**src/hdl/fcfw_pkg.sv**
```systemverilog
`default_nettype none
package fcfw_pkg;

  // store geometry
  localparam int MAX_WIDTH  = 512;
  localparam int MAX_HEIGHT = 512;
  localparam int DEPTH      = MAX_WIDTH * MAX_HEIGHT;
  localparam int ADDR_BITS  = $clog2(DEPTH);
  localparam int W_BITS     = $clog2(MAX_WIDTH + 1);
  localparam int H_BITS     = $clog2(MAX_HEIGHT + 1);
  localparam int X_BITS     = $clog2(MAX_WIDTH);
  localparam int Y_BITS     = $clog2(MAX_HEIGHT);

  // fixed field widths
  localparam int CFG_BITS    = 10;
  localparam int KIND_BITS   = 3;
  localparam int COORD_BITS  = 16;
  localparam int COLOR_BITS  = 16;
  localparam int COUNT_BITS  = 19;
  localparam int INDEX_BITS  = 32;
  localparam int CLIP_BITS   = COORD_BITS + 2;
  localparam int IN_BITS     = 5 * COORD_BITS + 1;
  localparam int IN_TDATA    = ((IN_BITS + 7) / 8) * 8;
  localparam int OUT_BITS    = COLOR_BITS + COUNT_BITS;
  localparam int OUT_TDATA   = ((OUT_BITS + 7) / 8) * 8;

  // item kinds
  localparam logic [KIND_BITS-1:0] KIND_PIXEL  = 3'd0;
  localparam logic [KIND_BITS-1:0] KIND_RECT   = 3'd1;
  localparam logic [KIND_BITS-1:0] KIND_SCREEN = 3'd2;
  localparam logic [KIND_BITS-1:0] KIND_WINDOW = 3'd3;
  localparam logic [KIND_BITS-1:0] KIND_STREAM = 3'd4;
  localparam logic [KIND_BITS-1:0] KIND_READ   = 3'd5;

  // configuration register indexes
  localparam logic REG_WIDTH  = 1'b0;
  localparam logic REG_HEIGHT = 1'b1;

  localparam logic [CFG_BITS-1:0] WIDTH_RESET  = 10'd240;
  localparam logic [CFG_BITS-1:0] HEIGHT_RESET = 10'd320;

  typedef struct packed {
    logic                  set;
    logic                  step;
    logic [COORD_BITS-1:0] org_x;
    logic [COORD_BITS-1:0] org_y;
    logic [COORD_BITS-1:0] width;
  } win_cmd_t;

  typedef struct packed {
    logic                  en;
    logic [COORD_BITS-1:0] x;
    logic [COORD_BITS-1:0] y;
  } win_stat_t;

endpackage
`default_nettype wire

```
**src/hdl/fcfw_window.sv**
```systemverilog
`default_nettype none
module fcfw_window (
  input  wire logic               clk,
  input  wire logic               rst,
  input  wire fcfw_pkg::win_cmd_t cmd,
  output fcfw_pkg::win_stat_t     stat
);

  logic [fcfw_pkg::COORD_BITS-1:0] wx;
  logic [fcfw_pkg::COORD_BITS-1:0] wy;
  logic [fcfw_pkg::COORD_BITS-1:0] ww;
  // col and row track index mod width and index / width incrementally
  logic [fcfw_pkg::COORD_BITS-1:0] col;
  logic [fcfw_pkg::COORD_BITS-1:0] row;
  logic [fcfw_pkg::INDEX_BITS-1:0] idx;

  assign stat.en = (ww != '0);
  assign stat.x  = wx + col;
  assign stat.y  = wy + row;

  always_ff @(posedge clk) begin
    if (rst) begin
      wx  <= '0;
      wy  <= '0;
      ww  <= '0;
      col <= '0;
      row <= '0;
      idx <= '0;
    end else if (cmd.set) begin
      wx  <= cmd.org_x;
      wy  <= cmd.org_y;
      ww  <= (cmd.width == '0) ? fcfw_pkg::COORD_BITS'(1) : cmd.width;
      col <= '0;
      row <= '0;
      idx <= '0;
    end else if (cmd.step) begin
      idx <= idx + fcfw_pkg::INDEX_BITS'(1);
      // index wraps to zero: quotient and remainder restart too
      if (idx == '1) begin
        col <= '0;
        row <= '0;
      end else if (col + fcfw_pkg::COORD_BITS'(1) == ww) begin
        col <= '0;
        row <= row + fcfw_pkg::COORD_BITS'(1);
      end else begin
        col <= col + fcfw_pkg::COORD_BITS'(1);
      end
    end
  end

endmodule
`default_nettype wire

```
**config.mk**
```make
export PLATFORM = sky130hd
export DESIGN_NAME = fcfw_window
export DESIGN_NICKNAME = d
export VERILOG_FILES = /design/src/hdl/fcfw_pkg.sv /design/src/hdl/fcfw_window.sv
export SDC_FILE = /design/constraint.sdc
export NUM_CORES = 1
export LEC_CHECK = 0
export ABC_CLOCK_PERIOD_IN_PS = 4000
export BUFFER_PORTS_ARGS = -buffer_cell sky130_fd_sc_hd__buf_2
export CAP_MARGIN = 25
export CORE_ASPECT_RATIO = 1.4
export CORE_MARGIN = 2
export CORE_UTILIZATION = 55
export CTS_CLUSTER_DIAMETER = 100
export CTS_CLUSTER_SIZE = 14
export DETAILED_ROUTE_END_ITERATION = 12
export GPL_ROUTABILITY_DRIVEN = 0
export PLACE_DENSITY = 0.83
export SKIP_LAST_GASP = 1
export SLEW_MARGIN = 10
export SYNTH_ARGS = -nofsm -noshare
export SYNTH_HDL_FRONTEND = slang
export SYNTH_SLANG_ARGS = --single-unit
```
**constraint.sdc**
```tcl
create_clock -name clk -period 4 [get_ports clk]
set_input_delay 0.8 -clock clk [delete_from_list [all_inputs] [get_ports clk]]
set_output_delay 0.8 -clock clk [all_outputs]
set_load 0.02 [all_outputs]
```
==> reports/results.ini, run 1 <==
[worst_setup_path]
r2r-end=row[11]$_SDFFE_PP0P_
startpoint_type=flip-flop
worstPathArrival_ns=3.07
crit_start=row[0]$_SDFFE_PP0P_
r2r_slack_ns=0.58
r2r_cells=11
cp.required_ns=3.20
r2r_start=col[1]$_SDFFE_PP0P_
path_max_fanout=5
worstSetupPathType=reg -> out
worstSetupEndpointType=output pin

[sta]
slew_viol_final=0
post-route-period-util=0.968
hold_viol=0
finalSetupViolCount=0
slew-limit-headroom=0.389
finClkSkew_ns=0.00993
fin_ws_ns=0.126
worst_pin_slew_ns=0.914
fmax_mhz=258
whs_ns=0.488
tns_ns=0
fin_crit_ns=3.87

[global_route]
grt_usage=0.233
grt_pass1_wl_mm=25.4
gr-total-overflow=0
grt_antenna_before_repair=0
grt_max_degree=36
grt_pass1_vias=5603

[run_status]
status=complete, no violations

[run]
drv_cap=0

[synthesis]
async_flop_share=0
synth_nets=866
yosys-top-cells-area=dfxtp_1 34%, xor2_1 6.4%, ha_1 6.2%
yosysTopAreaCell=dfxtp_1
ys_seq_area_frac=0.339
yosys_most_used_dff=dfxtp_1
yosysWarnings=0
synth-edff-count=0
synth_area_um2=6620
synth_top_area_share=0.339
avgSynthCellArea_um2=8.50
synth-seq-cells=112
synthCells=779
ys_types=62

[power]
seq_power_share=0.478
power_frac_clock=0.412
vdd_drop_max_v=0.000299
swShare=0.238
p_per_area_nw_per_um2=327
leakage_nw=3.24
comb_power_share=0.110
power_report.internal_total_mw=1.86
power_mw=2.45
power.switching_uw=583

[clocking]
clock-sinks=112
clk_pin_slew_ns=0.07
postCtsSetupBuffers=0
htree_num_levels=3
tritoncts=yes
clockBufferDepth=2
clk_latency_ns=0.35
cts.hold.buffers_added=0
cts_root_buf=clkbuf_16
cts_made_buffers=9

[place]
hpwl_mm=11.2
dpl_worst_slack_ns=0.312
post-place-cells=981
portBuffers=84

[floorplanning]
die_x_um=96.7
start_util=0.563
coreArea_um2=11800
die_h_um=134
ios=85
row_count=47
floorplan.die_area_um2=12900

[routing]
drtIter0Drc=406
wirelength_mm=15.5
dr.pass1.iters=7
drc=0
vias=5982
routed_via_density=6.00
antenna_left=0
wl_per_cell_um=15.6

[layout]
num-nets-final=932
fin_cells=997
layout_common_cells=111 x dfxtp_1, 91 x nor2_1, 84 x buf_2
n_antenna_cell=0
fillers=1024
area_delta_synth_final_pct=13.2
final_common_cell=dfxtp_1
layout-drive-gt1-share=0.161

[worst_hold_path]
whs_endpoint=idx[5]$_SDFFE_PP0P_
min_path_cells=2
min_from=idx[5]$_SDFFE_PP0P_
hp-class=reg -> reg

-- worst max-delay path by stage --
stage | endpoint | slack (ns) | depth (start not counted)
after CTS | stat[14] | 0.02 | 11
final | stat[14] | 0.13 | 11
after global routing | stat[14] | -0.06 | 11
after global placement | stat[15] | 0.31 | 10
after floorplan | stat[31] | 0.69 | 9
after detailed placement | stat[15] | 0.31 | 10
-- state kept, by name, summed over array words and instances, names as in the netlist --
name,cells
ww,16
wx,16
row,16
col,16
idx,32
wy,16
-- cell families after synthesis --
logic type | share of synthesized area
AO/OA/AOI/OAI | 0.171
multiplexers | 0.0544
XOR/XNOR | 0.102
adder cells (fa/ha/maj) | 0.0684
flip-flops | 0.339
AND/OR/NAND/NOR | 0.224
buffers and inverters | 0.0416
-- metal layers --
metal  share of wire  global-route usage
met5               0                   0
met4           0.031               0.104
met3           0.046              0.0438
met2            0.50               0.412
met1            0.42               0.274
-- final cells by class --
class | instances | area, um2 | area share
clock buffer | 10 | 229 | 0.0306
clock inverter | 6 | 108 | 0.0144
inverter | 22 | 82.6 | 0.0110
multi-input combinational | 606 | 4150 | 0.554
sequential | 112 | 2240 | 0.299
tap | 147 | 184 | 0.0245
timing repair buffer | 94 | 495 | 0.0661
-- stage by stage --
step           instance area [um2]   util
3_3_place_gp                  7110  0.604
3_5_place_dp                  7110  0.604
5_1_grt                       7490  0.637
6_report                      7490  0.637
4_1_cts                       7450  0.633
2_1_floorplan                 6620      -
-- Yosys cell counts, types with 3 or more instances --
cell / count
o22ai_1: 6
buf_2: 3
ha_1: 33
buf_4: 5
a211oi_1: 3
o21ai_0: 30
xor2_1: 48
a22o_1: 16
a21oi_1: 33
inv_1: 22
a31oi_1: 14
o21bai_1: 4
nor4_1: 16
and2_1: 4
xnor2_1: 29
buf_1: 5
nor3_1: 27
nor2b_1: 4
a21o_1: 12
and4_1: 4
or3_1: 8
nand2b_1: 5
nand3_1: 28
o211ai_1: 9
or2_2: 3
dfxtp_1: 112
a31o_2: 3
a22oi_1: 8
nand2_1: 46
o311ai_0: 3
nor2_1: 92
and3_1: 12
buf_6: 3
clkbuf_1: 22
mux2i_1: 36
nand4_1: 27
a32oi_1: 4
o31ai_1: 6
-- worst max-delay path, stage by stage, from the launching register on --
cell	delay (ns)
dfxtp_1	0.36
ha_1	0.23
fa_1	0.41
a21o_1	0.18
a21oi_2	0.16
o21ai_0	0.11
a21oi_2	0.19
o21ba_2	0.16
o21ai_0	0.18
o41ai_2	0.41
xnor2_1	0.16
buf_2	0.18
-- power groups by stage --
stage	registers [mW]	logic [mW]	clock network [mW]
finish	1.17	0.269	1.01
global route	1.17	0.295	1.07
CTS	1.17	0.269	1.02
detailed placement	1.20	0.267	0
global placement	1.20	0.263	0
floorplan	1.19	0.186	0
-- timing repair --
item,in CTS,in global routing
pin swaps,0,4
gates resized for setup,2,12
endpoints found under the setup margin,1,7
No activity file was read; power rests on OpenSTA's default activity.
==> run 2, diff against run 1 <==
--- a/config.mk
+++ b/config.mk
@@ -5,6 +5,7 @@
 export SDC_FILE = /design/constraint.sdc
 export NUM_CORES = 1
 export LEC_CHECK = 0
+export ABC_AREA = 1
 export ABC_CLOCK_PERIOD_IN_PS = 4000
 export BUFFER_PORTS_ARGS = -buffer_cell sky130_fd_sc_hd__buf_2
 export CAP_MARGIN = 25
@@ -14,7 +15,6 @@
 export CTS_CLUSTER_DIAMETER = 100
 export CTS_CLUSTER_SIZE = 14
 export DETAILED_ROUTE_END_ITERATION = 12
-export GPL_ROUTABILITY_DRIVEN = 0
 export PLACE_DENSITY = 0.83
 export SKIP_LAST_GASP = 1
 export SLEW_MARGIN = 10
==> reports/results.ini, run 2 <==
[floorplanning]
start_util=0.560
ios=85
die_x_um=98.4
coreArea_um2=12300
row_count=48
floorplan.die_area_um2=13400
die_h_um=136

[routing]
wirelength_mm=16.8
dr.pass1.iters=5
routed_via_density=5.54
drc=0
drtIter0Drc=204
vias=6711
wl_per_cell_um=13.9
antenna_left=0

[layout]
layout-drive-gt1-share=0.129
final_common_cell=nand2_1
n_antenna_cell=0
fin_cells=1211
postLayoutCoreUtil=0.627
top_register=idx
largest_reg_flops=32
num-nets-final=1143
layout_common_cells=208 x nand2_1, 112 x dfxtp_1, 104 x inv_1
area_delta_synth_final_pct=12.1

[synthesis]
ys_seq_area_frac=0.327
yosysMostFrequentCell=nand2_1
avgSynthCellArea_um2=6.97
yosysTopAreaCell=dfxtp_1
yosys_most_used_dff=dfxtp_1
yosysWarnings=0
synth_area_um2=6860
synth-seq-cells=112
synth-edff-count=0
synth_top_area_share=0.327
ys_types=40
yosys-top-cells-area=dfxtp_1 33%, nand2_1 11%, a21oi_1 6.7%
synthCells=984
synthTopCellsByCount=208 x nand2_1, 112 x dfxtp_1, 104 x inv_1
synth_nets=1071
async_flop_share=0

[power]
leakage_nw=3.29
vdd_drop_max_v=0.000163
p_per_area_nw_per_um2=309

[sta]
post-route-period-util=0.877
slew-limit-headroom=0.370
tns_ns=0
fin_crit_ns=3.51
finClkSkew_ns=0.00735
whs_ns=0.465
rsz0062_at_grt=no
slew_viol_final=0
fmax_mhz=285
finalSetupViolCount=0
hold_viol=0
worst_pin_slew_ns=0.944

[worst_setup_path]
worstPathArrival_ns=2.71
startpoint_type=flip-flop
worstSetupEndpointType=output pin
worstSetupPathType=reg -> out
path_max_fanout=5
cp.required_ns=3.20

[clocking]
cts_root_buf=clkbuf_16
clock-sinks=112
clk_latency_ns=0.35
htree_num_levels=3
postCtsSetupBuffers=0
clockBufferDepth=2
cts.hold.buffers_added=0
clk_pin_slew_ns=0.08
cts_resized=0
tritoncts=yes
cts_made_buffers=9

[global_route]
gr-total-overflow=0
grt_usage=0.252
grt_antenna_before_repair=0
grt_max_degree=57
grt_pass1_wl_mm=27.8
grt_pass1_vias=6404

[worst_hold_path]
hp-class=reg -> reg

[place]
gp_congestion=0.969
portBuffers=84
post-place-cells=1195
hpwl_mm=12.5

[run]
drv_cap=0

[run_status]
status=complete, no violations

run 2: cell types whose count changed after synthesis, sizes merged, moves of 16 or more:
| cell | previous run | this run |
|---|---|---|
| a22o | 16 | 32 |
| xnor2 | 29 | 7 |
| inv | 22 | 108 |
| mux2i | 36 | 0 |
| nand2 | 46 | 219 |
| nand3 | 30 | 91 |
| a21oi | 34 | 92 |
run 2: path summary, 6_finish.rpt:
kind                                     startpoint                   to  slack [ns]  depth (start not counted)
worst max-delay path            row[2]$_SDFFE_PP0P_             stat[13]        0.49                          9
worst min-delay path            idx[7]$_SDFFE_PP0P_  idx[7]$_SDFFE_PP0P_        0.47                          2
worst max register to register  col[1]$_SDFFE_PP0P_  row[1]$_SDFFE_PP0P_        1.30                         16
worst min register to register  idx[7]$_SDFFE_PP0P_  idx[7]$_SDFFE_PP0P_        0.47                          2
run 2: logic make-up (layout without fill, tap and decap cells):
group | count (synthesis) | count (layout) | synth area share
fa+ha+maj | 35 | 35 | 0.0661
flops | 112 | 112 | 0.327
buf+inv | 136 | 213 | 0.0783
xor+xnor | 42 | 42 | 0.0579
compound gates | 185 | 185 | 0.158
simple gates | 474 | 474 | 0.312
run 2: area by class of cell:
class | count | area (um2)
clock buffer | 9 | 225
clock inverter | 7 | 85.1
fill | 1142 | 4570
inverter | 109 | 409
multi-input combinational | 736 | 4080
sequential | 112 | 2240
tap | 150 | 188
timing repair buffer | 88 | 450
run 2: worst max-delay path: stages (launching register included):
cell	delay, ns
dfxtp_1	0.36
ha_1	0.36
nand2_1	0.06
o21ai_0	0.24
a31oi_1	0.17
o21ai_0	0.43
a21oi_1	0.18
o21ai_0	0.22
xor2_1	0.15
buf_2	0.18
run 2: through the flow:
step	cell area, um2	total power [mW]	worst slack (ns)
floorplan	6860	1.36	1.03
global route	7680	2.46	0.198
global placement	7370	1.44	0.867
detailed placement	7370	1.44	0.849
CTS	7680	2.39	0.450
finish	7680	2.37	0.493
run 2: where the power goes:
| part | internal, mW | switching [mW] | total [mW] |
|---|---|---|---|
| combinational | 0.0948 | 0.157 | 0.252 |
| clock | 0.500 | 0.452 | 0.953 |
| sequential | 1.14 | 0.0230 | 1.17 |
run 2: metal layers:
metal,part of all wire,wire length (um),track usage
met1,0.41,6870,0.278
met4,0.048,804,0.142
met3,0.033,548,0.0293
met5,0,0,0
met2,0.51,8560,0.463
==> run 3, diff against run 2 <==
--- a/config.mk
+++ b/config.mk
@@ -9,13 +9,16 @@
 export ABC_CLOCK_PERIOD_IN_PS = 4000
 export BUFFER_PORTS_ARGS = -buffer_cell sky130_fd_sc_hd__buf_2
 export CAP_MARGIN = 25
+export CELL_PAD_IN_SITES_DETAIL_PLACEMENT = 0
+export CELL_PAD_IN_SITES_GLOBAL_PLACEMENT = 1
 export CORE_ASPECT_RATIO = 1.4
 export CORE_MARGIN = 2
-export CORE_UTILIZATION = 55
+export CORE_UTILIZATION = 42
 export CTS_CLUSTER_DIAMETER = 100
 export CTS_CLUSTER_SIZE = 14
 export DETAILED_ROUTE_END_ITERATION = 12
-export PLACE_DENSITY = 0.83
+export PLACE_DENSITY = 0.87
+export RECOVER_POWER = 100
 export SKIP_LAST_GASP = 1
 export SLEW_MARGIN = 10
 export SYNTH_ARGS = -nofsm -noshare
==> reports/results.ini, run 3 (same netlist as run 2, synthesis figures left out) <==
[routing]
routed_via_density=5.21
drc=0
wirelength_mm=18.0
drtIter0Drc=242
vias=6560
wl_per_cell_um=14.3
antenna_left=0
dr.pass1.iters=4

[clocking]
clk_latency_ns=0.36
cts_root_buf=clkbuf_16
tritoncts=yes
clockBufferDepth=2
cts_made_buffers=9
clock-sinks=112
clk_pin_slew_ns=0.07
cts.hold.buffers_added=0
postCtsSetupBuffers=0
cts_resized=0
htree_num_levels=3

[global_route]
grt_max_degree=57
grt_antenna_before_repair=0
grt_pass1_wl_mm=29.0
grt_usage=0.207
gr-total-overflow=0
grt_pass1_vias=6312

[floorplanning]
start_util=0.426
floorplan.die_area_um2=17400
coreArea_um2=16100
ios=85
row_count=55
die_x_um=112
die_h_um=155

[sta]
tns_ns=0
post-route-period-util=0.899
slew_viol_final=147
slew-limit-headroom=-0.731
worst_pin_slew_ns=2.60
finClkSkew_ns=0.00904
rsz0062_at_grt=no
fmax_mhz=278
finalSetupViolCount=0
hold_viol=0
fin_ws_ns=0.402
fin_crit_ns=3.60

[worst_setup_path]
r2r_start=col[1]$_SDFFE_PP0P_
crit_start=row[2]$_SDFFE_PP0P_
r2r_slack_ns=0.62
cp.required_ns=3.20
worstSetupPathType=reg -> out
worstSetupEndpointType=output pin
r2r-end=row[6]$_SDFFE_PP0P_
critPathCapture=stat[13]
path_max_fanout=5
worstPathArrival_ns=2.80
r2r_cells=16
startpoint_type=flip-flop

[place]
postPlaceCellArea_um2=7430
gp_congestion=0.871
post-place-cells=1244
dpl_worst_slack_ns=0.794
portBuffers=84
hpwl_mm=13.6

[layout]
design_area_um2=7670
area_delta_synth_final_pct=11.9
top_register=idx
layout_common_cells=212 x nand2_1, 112 x dfxtp_1, 105 x inv_1
layout-drive-gt1-share=0.0867
num-nets-final=1143
largest_reg_flops=32
n_antenna_cell=0
fin_cells=1260
final_common_cell=nand2_1

[run_status]
violations=max-capacitance violations, max-slew violations
status=finished with violations

[power]
vdd_drop_max_v=0.000189
leakage_nw=3.16
p_per_area_nw_per_um2=316

[worst_hold_path]
hp-class=reg -> reg

[run]
drv_cap=3

[run 3: cell count changes in the layout (fill, tap and decap cells not counted), moves of 2 or more]
cell and change:
buf_2 -35, buf_4 -2, clkbuf_1 +37, clkinv_2 +2
clkinv_4 -2, nand2_1 +4, nand2_2 -3, nor2_1 +2
[run 3: cell type report]
| class | instances | area (um2) |
|---|---|---|
| fillers | 1766 | 8430 |
| multi-input cells | 736 | 4050 |
| flip-flops and latches | 112 | 2240 |
| inverters | 109 | 409 |
| repair buffers | 88 | 399 |
| well taps | 199 | 249 |
| clock buffers | 10 | 239 |
| clock inverters | 6 | 87.6 |
[run 3: metal layers]
| metal | GRT usage | share of wire | vias to the layer above |
|---|---|---|---|
| met5 | 0 | 0 | - |
| met4 | 0.0894 | 0.028 | 0 |
| met3 | 0.0206 | 0.020 | 34 |
| met2 | 0.416 | 0.56 | 89 |
| met1 | 0.213 | 0.39 | 2988 |
| li1 | - | - | 3449 |
[run 3: power breakdown]
| part | internal, mW | total [mW] | switching (mW) |
|---|---|---|---|
| logic | 0.0893 | 0.244 | 0.155 |
| clock network | 0.570 | 1.01 | 0.444 |
| registers | 1.14 | 1.17 | 0.0254 |
[run 3: how the worst min path moves through the flow]
stage,from,depth (start not counted),slack [ns],endpoint
floorplan,idx[7]$_SDFFE_PP0P_,2,0.42,idx[7]$_SDFFE_PP0P_
global placement,idx[7]$_SDFFE_PP0P_,2,0.44,idx[7]$_SDFFE_PP0P_
detailed placement,idx[7]$_SDFFE_PP0P_,2,0.45,idx[7]$_SDFFE_PP0P_
CTS,idx[7]$_SDFFE_PP0P_,2,0.46,idx[7]$_SDFFE_PP0P_
global route,idx[7]$_SDFFE_PP0P_,2,0.47,idx[7]$_SDFFE_PP0P_
finish,idx[7]$_SDFFE_PP0P_,2,0.46,idx[7]$_SDFFE_PP0P_
[run 3: critical path, stage by stage, from the launching register on]
cell and delay [ns]:
dfxtp_1 0.36, ha_1 0.36, nand2_1 0.06, o21ai_0 0.26, a31oi_1 0.17, o21ai_0 0.48, a21oi_1 0.19, o21ai_0 0.23
xor2_1 0.16, buf_2 0.18
[run 3: per-stage QoR]
stage / util / hold WS [ns] / power (mW)
floorplan: - / 0.424 / 1.36
detailed placement: 0.462 / 0.447 / 1.45
CTS: 0.482 / 0.458 / 2.45
finish: 0.476 / 0.459 / 2.43
global route: 0.476 / 0.469 / 2.51
global placement: 0.462 / 0.438 / 1.45
